File: config.mk
export PLATFORM = sky130hd
export DESIGN_NAME = software_timer_event_scheduler
export DESIGN_NICKNAME = d
export VERILOG_FILES = /design/src/design/stes_pkg.sv /design/src/design/stes_cell.sv /design/src/design/software_timer_event_scheduler.sv
export VERILOG_INCLUDE_DIRS = /design/src /design/src/design
export SDC_FILE = /design/constraint.sdc
export NUM_CORES = 2
export LEC_CHECK = 0
export ABC_AREA = 1
export BUFFER_PORTS_ARGS = -buffer_cell sky130_fd_sc_hd__buf_4
export CAP_MARGIN = 0
export CORE_MARGIN = 4
export CORE_UTILIZATION = 26
export CTS_CLUSTER_SIZE = 24
export DETAILED_ROUTE_END_ITERATION = 8
export SLEW_MARGIN = 40
export SYNTH_ARGS = -nofsm -noshare
export SYNTH_HDL_FRONTEND = slang
export SYNTH_SLANG_ARGS = --single-unit
File: constraint.sdc
create_clock -name clk -period 5.3 [get_ports clk]
set_clock_uncertainty 0.05 [all_clocks]
set_input_delay 1.59 -clock clk [delete_from_list [all_inputs] [get_ports clk]]
set_output_delay 1.59 -clock clk [all_outputs]
set_load 0.05 [all_outputs]
File: src/design/software_timer_event_scheduler_assert.svh
// Assertion macros for the timer event scheduler.
`ifndef SOFTWARE_TIMER_EVENT_SCHEDULER_ASSERT_SVH
`define SOFTWARE_TIMER_EVENT_SCHEDULER_ASSERT_SVH
`ifndef NO_ASSERTIONS
`define STES_ASSERT(lbl, cond, msg) \
	lbl: assert property (@(posedge clk) disable iff (!arst_n) (cond)) else $error(msg);
`define STES_ASSERT_NEXT(lbl, ante, cons, msg) \
	lbl: assert property (@(posedge clk) disable iff (!arst_n) (ante) |=> (cons)) else $error(msg);
`else
`define STES_ASSERT(lbl, cond, msg)
`define STES_ASSERT_NEXT(lbl, ante, cons, msg)
`endif
`endif

File: src/design/stes_pkg.sv
// Types and constants shared by the timer event scheduler.
package stes_pkg;
	localparam int NOW_W = 48;
	localparam int DUE_W = 49;
	localparam int PER_W = 32;
	localparam logic [DUE_W-1:0] DUE_MAX = {DUE_W{1'b1}};

	localparam logic [1:0] OP_ADD = 2'd0;
	localparam logic [1:0] OP_CANCEL = 2'd1;
	localparam logic [1:0] OP_TICK = 2'd2;

	localparam logic [2:0] ST_ADDED = 3'd0;
	localparam logic [2:0] ST_DUP = 3'd1;
	localparam logic [2:0] ST_FULL = 3'd2;
	localparam logic [2:0] ST_CANCELLED = 3'd3;
	localparam logic [2:0] ST_NOTFOUND = 3'd4;
	localparam logic [2:0] ST_FIRED = 3'd5;
	localparam logic [2:0] ST_IDLE = 3'd6;

	typedef struct packed {
		logic pop;
		logic push;
	} cell_ctl_t;
endpackage

File: src/design/stes_cell.sv
// One table slot: shifts down from its neighbor or takes a written entry.
module stes_cell import stes_pkg::*; #(
	parameter int ID_BITS = 8
) (
	input  logic               clk,
	input  cell_ctl_t          ctl,
	input  logic               sel,
	input  logic [ID_BITS-1:0] nb_id,
	input  logic [DUE_W-1:0]   nb_due,
	input  logic [PER_W-1:0]   nb_per,
	input  logic [ID_BITS-1:0] wr_id,
	input  logic [DUE_W-1:0]   wr_due,
	input  logic [PER_W-1:0]   wr_per,
	output logic [ID_BITS-1:0] id,
	output logic [DUE_W-1:0]   due,
	output logic [PER_W-1:0]   per
);
	logic [ID_BITS-1:0] id_q;
	logic [DUE_W-1:0] due_q;
	logic [PER_W-1:0] per_q;

	always_ff @(posedge clk) begin
		if (ctl.push && sel) begin
			id_q <= wr_id;
			due_q <= wr_due;
			per_q <= wr_per;
		end else if (ctl.pop) begin
			id_q <= nb_id;
			due_q <= nb_due;
			per_q <= nb_per;
		end
	end

	assign id = id_q;
	assign due = due_q;
	assign per = per_q;
endmodule

File: src/design/software_timer_event_scheduler.sv
// Timer event scheduler: a packed row of slots rotated through one head check per cycle.
// The final result is registered once the scan has checked every live entry (none for the
// unused opcode); a new item is taken only after that, when the scheduler is idle again.
// A full output register that is not taken stalls the scan for that cycle.
// A tick holds each fired result until the next due slot or the end of the scan.
// Reset clears the entry count, control state and output valid; slot contents are not reset.
module software_timer_event_scheduler import stes_pkg::*; #(
	parameter int ENTRIES = 16,
	parameter int ID_BITS = 8
) (
	input  logic         clk,
	input  logic         arst_n,
	input  logic         s_tvalid,
	output logic         s_tready,
	// opcode[1:0], event_id[9:2], now_us[57:10], first_delay_us[89:58], period_us[121:90]
	input  logic [127:0] s_tdata,
	output logic         m_tvalid,
	input  logic         m_tready,
	// status[2:0], fired_id[10:3]
	output logic [15:0]  m_tdata,
	output logic         m_tlast
);
`include "software_timer_event_scheduler_assert.svh"

	localparam int CW = $clog2(ENTRIES + 1);

	typedef enum logic [1:0] {
		S_IDLE = 2'b01,
		S_SCAN = 2'b10
	} state_t;

	state_t state_q;
	logic [CW-1:0] cnt_q, rem_q, wr_idx;
	logic [1:0] op_q;
	logic [ID_BITS-1:0] id_q, pend_id_q;
	logic [NOW_W-1:0] now_q;
	logic [PER_W-1:0] delay_q, period_q;
	logic flag_q;

	logic out_v_q, out_last_q;
	logic [2:0] out_status_q;
	logic [7:0] out_id_q;

	logic [ID_BITS-1:0] id_c [ENTRIES];
	logic [DUE_W-1:0] due_c [ENTRIES];
	logic [PER_W-1:0] per_c [ENTRIES];

	cell_ctl_t ctl;
	logic [ID_BITS-1:0] wr_id;
	logic [DUE_W-1:0] wr_due;
	logic [PER_W-1:0] wr_per;

	logic [ID_BITS+7:0] id_ext;
	logic accept, out_free, step, fin, match, due_hit, keep, can_add, emit_mid;
	logic [DUE_W:0] adv_sum;
	logic [DUE_W-1:0] adv_due;
	logic [2:0] fin_status;
	logic [ID_BITS-1:0] fin_id, emit_id;
	logic [ID_BITS+7:0] emit_ext;

	assign s_tready = (state_q == S_IDLE);
	assign accept = s_tvalid && s_tready;
	assign id_ext = {{ID_BITS{1'b0}}, s_tdata[9:2]};
	assign out_free = !out_v_q || m_tready;
	assign step = (state_q == S_SCAN) && (rem_q != '0) && out_free;
	assign fin = (state_q == S_SCAN) && (rem_q == '0) && out_free;

	assign match = (id_c[0] == id_q);
	assign due_hit = (due_c[0] <= {1'b0, now_q});
	assign adv_sum = {1'b0, due_c[0]} + (DUE_W + 1)'(per_c[0]);
	assign adv_due = adv_sum[DUE_W] ? DUE_MAX : adv_sum[DUE_W-1:0];
	assign keep = !((op_q == OP_CANCEL && match) ||
		(op_q == OP_TICK && due_hit && per_c[0] == '0));
	assign can_add = (op_q == OP_ADD) && !flag_q && (cnt_q < CW'(ENTRIES));
	assign emit_mid = step && (op_q == OP_TICK) && due_hit && flag_q;

	always_comb begin
		ctl.pop = step;
		ctl.push = (step && keep) || (fin && can_add);
		if (step) begin
			wr_idx = cnt_q - CW'(1);
			wr_id = id_c[0];
			wr_due = (op_q == OP_TICK && due_hit) ? adv_due : due_c[0];
			wr_per = per_c[0];
		end else begin
			wr_idx = cnt_q;
			wr_id = id_q;
			wr_due = {1'b0, now_q} + DUE_W'(delay_q);
			wr_per = period_q;
		end
	end

	for (genvar i = 0; i < ENTRIES; i++) begin : g_cell
		logic [ID_BITS-1:0] nb_id;
		logic [DUE_W-1:0] nb_due;
		logic [PER_W-1:0] nb_per;
		if (i + 1 < ENTRIES) begin : g_nb
			assign nb_id = id_c[i+1];
			assign nb_due = due_c[i+1];
			assign nb_per = per_c[i+1];
		end else begin : g_end
			assign nb_id = id_c[0];
			assign nb_due = due_c[0];
			assign nb_per = per_c[0];
		end
		stes_cell #(.ID_BITS(ID_BITS)) u_cell (
			.clk   (clk),
			.ctl   (ctl),
			.sel   (wr_idx == CW'(i)),
			.nb_id (nb_id),
			.nb_due(nb_due),
			.nb_per(nb_per),
			.wr_id (wr_id),
			.wr_due(wr_due),
			.wr_per(wr_per),
			.id    (id_c[i]),
			.due   (due_c[i]),
			.per   (per_c[i])
		);
	end

	always_comb begin
		fin_id = id_q;
		unique case (op_q)
			OP_ADD:    fin_status = flag_q ? ST_DUP : (can_add ? ST_ADDED : ST_FULL);
			OP_CANCEL: fin_status = flag_q ? ST_CANCELLED : ST_NOTFOUND;
			OP_TICK: begin
				fin_status = flag_q ? ST_FIRED : ST_IDLE;
				fin_id = flag_q ? pend_id_q : '0;
			end
			default: begin
				fin_status = ST_IDLE;
				fin_id = '0;
			end
		endcase
	end

	assign emit_id = fin ? fin_id : pend_id_q;
	assign emit_ext = {8'd0, emit_id};

	always_ff @(posedge clk or negedge arst_n) begin
		if (!arst_n) begin
			state_q <= S_IDLE;
			cnt_q <= '0;
			rem_q <= '0;
			flag_q <= 1'b0;
			out_v_q <= 1'b0;
		end else begin
			if (fin || emit_mid) out_v_q <= 1'b1;
			else if (m_tready) out_v_q <= 1'b0;
			if (accept) begin
				state_q <= S_SCAN;
				flag_q <= 1'b0;
				rem_q <= (s_tdata[1:0] == 2'd3) ? '0 : cnt_q;
			end
			if (step) begin
				rem_q <= rem_q - CW'(1);
				if (!keep) cnt_q <= cnt_q - CW'(1);
				if ((op_q == OP_ADD || op_q == OP_CANCEL) && match) flag_q <= 1'b1;
				if (op_q == OP_TICK && due_hit) begin
					flag_q <= 1'b1;
					if (flag_q) begin
						out_status_q <= ST_FIRED;
						out_id_q <= emit_ext[7:0];
						out_last_q <= 1'b0;
					end
				end
			end
			if (fin) begin
				state_q <= S_IDLE;
				if (can_add) cnt_q <= cnt_q + CW'(1);
				out_status_q <= fin_status;
				out_id_q <= emit_ext[7:0];
				out_last_q <= 1'b1;
			end
		end
	end

	always_ff @(posedge clk) begin
		if (accept) begin
			op_q <= s_tdata[1:0];
			id_q <= id_ext[ID_BITS-1:0];
			now_q <= s_tdata[57:10];
			delay_q <= s_tdata[89:58];
			period_q <= s_tdata[121:90];
		end
		if (step && op_q == OP_TICK && due_hit) pend_id_q <= id_c[0];
	end

	assign m_tvalid = out_v_q;
	assign m_tdata = {5'd0, out_id_q, out_status_q};
	assign m_tlast = out_last_q;

	`STES_ASSERT(a_cnt_max, cnt_q <= CW'(ENTRIES), "entry count above capacity")
	`STES_ASSERT(a_rem_cnt, rem_q <= cnt_q, "scan remainder exceeds entry count")
	`STES_ASSERT_NEXT(a_acc_scan, accept, state_q == S_SCAN && !flag_q, "accept did not start scan")
endmodule
==> results.sh <==
export IMPL_antenna_found_initial=16
export IMPL_final_cell_mix="nand2_1 (3529), edfxtp_1 (1566), o21ai_0 (559), nand3_1 (379), inv_1 (353)"
export IMPL_pre_cts_slack_ns=0.656
export IMPL_fin_crit_ns=4.14
export IMPL_postSynthAreaPerCell_sq_um=9.63
export IMPL_ys_seq_area_share_pct=63.7
export IMPL_worst_path_max_fanout=33
export IMPL_clock_sinks=1580
export IMPL_ys_flop_type="edfxtp_1"
export IMPL_relSlewSlack_pct=42.3
export IMPL_rsz0062_at_grt="false"
export IMPL_die_w_microns=543
export IMPL_seqCellArea_sq_mm=0.0474
export IMPL_grt_max_degree=130
export IMPL_fin_setup_tns_ns=0
export IMPL_crit_type="register to register"
export IMPL_startpoint_type="register"
export IMPL_drive_gt1_share_pct=8.70
export IMPL_vias=55086
export IMPL_final_util_pct=30.2
export IMPL_numCtsBuffers=165
export IMPL_period_share_pct=78.2
export IMPL_power_density_mw_per_mm2=290
export IMPL_synth_edf_count=1566
export IMPL_n_fill_cell=29422
export IMPL_grt_pass1_vias=52932
export IMPL_post_cts_setup_buffers=0
export IMPL_whs_path_depth=2
export IMPL_multi_input_area_sq_mm=0.0241
export IMPL_synthXorXnorAreaFrac_pct=0.541
export IMPL_synth_seq_cells=1580
export IMPL_clock_path_buffers=3
export IMPL_synth_warnings=0
export IMPL_drt_iter0_drc=6237
export IMPL_cp_arrival_ns=4.56
export IMPL_final_hold_violation_count=0
export IMPL_power_mw=24.9
export IMPL_cts_resized_gates=0
export IMPL_synthAdderAreaFrac_pct=1.99
export IMPL_muxShareOfSynthArea_pct=0.417
export IMPL_r2r_cells=17
export IMPL_setup_viol=0
export IMPL_drv_slew=0
export IMPL_fmax_mhz=241
export IMPL_die_height_microns=543
export IMPL_synth_top_family_by_area="simple AND/OR/NAND/NOR gates"
export IMPL_vias_per_cell=4.71
export IMPL_yosys_area_share_simple_pct=22.8
export IMPL_drt_first_pass_iters=6
export IMPL_fp_row_count=196
export IMPL_pin_count=151
export IMPL_endpoint_kind="register"
export IMPL_clockRootBuffer="clkbuf_16"
export IMPL_grt_pass1_wl_mm=339
export IMPL_status="complete, no violations"
export IMPL_clk_pin_slew_ns=0.06
export IMPL_port_buffer_count=139
export IMPL_drtAntennaViolNets=0
export IMPL_drv_cap=0
export IMPL_htreeDepth=4
export IMPL_routedWlPerCell_microns=19.3
export IMPL_hpwl_mm=147
export IMPL_num_nets_final=8041
export IMPL_p_leak_nw=32.0
export IMPL_core_sq_mm=0.285
export IMPL_dieArea_sq_mm=0.295
export IMPL_synthCells=7725
export IMPL_start_util_pct=26.1
export IMPL_ir_drop_v=0.000343
export IMPL_grt_usage_pct=15.0
export IMPL_cp_required_ns=5.72
export IMPL_routabilityCongestion=0.912
export IMPL_setup_slack_ns=1.16
export IMPL_final_common_cell="nand2_1"
export IMPL_synth_compound_area_share_pct=5.97
export IMPL_worstSkewPairLatency_ns=0.84
export IMPL_drcViolationCount=0
export IMPL_cts_hold_fix_buffers=0
export IMPL_mappedNetlistArea_sq_mm=0.0744
export IMPL_synthToLayoutAreaGrowth_pct=15.5
export IMPL_cts_tree="built"
export IMPL_drt_wl_total_mm=226
export IMPL_tightest_slew_ns=0.865
export IMPL_async_flop_share_pct=0.886
export IMPL_hold_class="register to register"
export IMPL_overflow=0
export IMPL_synth_distinct_cells=49
==> logic make-up (layout without fill, tap and decap cells) <==
family                   count (synthesis)  in the layout
AND/OR/NAND/NOR                       4281           4281
flip-flops                            1580           1580
AO/OA/AOI/OAI                          858            858
buffers and inverters                  811           1004
adder cells (fa/ha/maj)                117            117
XOR/XNOR                                46             46
multiplexers                            31             31
other                                    1             14
==> critical path: stages (launching register included) <==
cell,delay [ns]
edfxtp_1,0.61
ha_1,0.38
nand2_1,0.09
nor2_1,0.10
nand2_1,0.08
nor2_1,0.31
nand3_1,0.15
nor2_1,0.12
nand2_1,0.07
nand3_1,0.08
nand2_2,0.11
nand3_2,0.14
nand3_4,0.11
nand2_8,0.28
buf_4,0.30
nand2_4,0.20
nand2_4,0.13
buf_4,0.47
==> synth_stat cells (20+ instances only) <==
cell | count | area share (%)
nor2_1 | 185 | 0.93
nand3_1 | 379 | 2.5
ha_1 | 115 | 1.9
o21ai_1 | 160 | 1.1
or2_2 | 30 | 0.25
a21oi_1 | 97 | 0.65
mux2i_1 | 31 | 0.42
inv_1 | 354 | 1.8
buf_2 | 261 | 1.8
nor4_1 | 20 | 0.17
xnor2_1 | 27 | 0.32
clkbuf_1 | 167 | 0.84
edfxtp_1 | 1566 | 63
nand4_1 | 36 | 0.30
nor3_1 | 29 | 0.20
nand2_1 | 3562 | 18
o21ai_0 | 560 | 3.8
==> routing by layer <==
metal	share of wire [%]	vias to the layer above	global-route usage [%]	wire length, microns
met5	0.018	-	0	40
met4	2.2	6	3.80	5050
met3	9.0	292	3.01	20300
met1	45	26544	21.5	101000
met2	44	2351	23.0	98800
li1	-	25893	-	-
==> registers in the layout, summed over array words and instances, names as in the netlist <==
signal and flops:
cnt_q 5, g_cell.u_cell.per 512, g_cell.u_cell.id 128, m_tvalid 1, period_q 32, pend_id_q 8
delay_q 32, m_tlast 1, op_q 2, id_q 8, out_id_q 8, now_q 48
g_cell.u_cell.due 784, state_q 2, rem_q 5, out_status_q 3, flag_q 1
==> report_power, final <==
group / internal (mW) / switching [mW] / leakage (nW)
registers: 13.5 / 0.000333 / 9.32
clock network: 6.14 / 5.15 / 2.50
logic: 0.0584 / 0.0334 / 20.2
total: 19.7 / 5.18 / 32.0
==> cell type report <==
| class | instances | share of cell area, % |
|---|---|---|
| Clock buffer | 198 | 4.95 |
| Timing Repair Buffer | 344 | 3.75 |
| Tap cell | 3762 | 5.48 |
| Antenna cell | 9 | 0.0262 |
| Inverter | 363 | 1.59 |
| Clock inverter | 99 | 1.08 |
| Multi-Input combinational cell | 5338 | 28.0 |
| Sequential cell | 1580 | 55.1 |
==> worst paths after layout <==
kind	start	to	slack, ns
worst max-delay path	g_cell[0].u_cell.due[43]	g_cell[14].u_cell.per[17]	1.16
worst min-delay path	g_cell[3].u_cell.due[47]	g_cell[2].u_cell.due[47]	0.44
worst max register to register	g_cell[0].u_cell.due[43]	g_cell[14].u_cell.per[17]	1.16
worst min register to register	g_cell[3].u_cell.due[47]	g_cell[2].u_cell.due[47]	0.44
max in group asynchronous	arst_n	state_q[0]	4.36
min in group asynchronous	arst_n	rem_q[0]	0.58
==> stage by stage <==
stage | hold slack, ns | area (sq um) | std cells
after global routing | 0.460 | 85900 | 11685
after global placement | 0.440 | 80700 | 11387
after floorplan | 0.424 | 74500 | 7729
final | 0.441 | 86000 | 11693
after CTS | 0.440 | 85900 | 11684
after detailed placement | 0.446 | 80800 | 11387
Power figures use the tool's default switching activity.
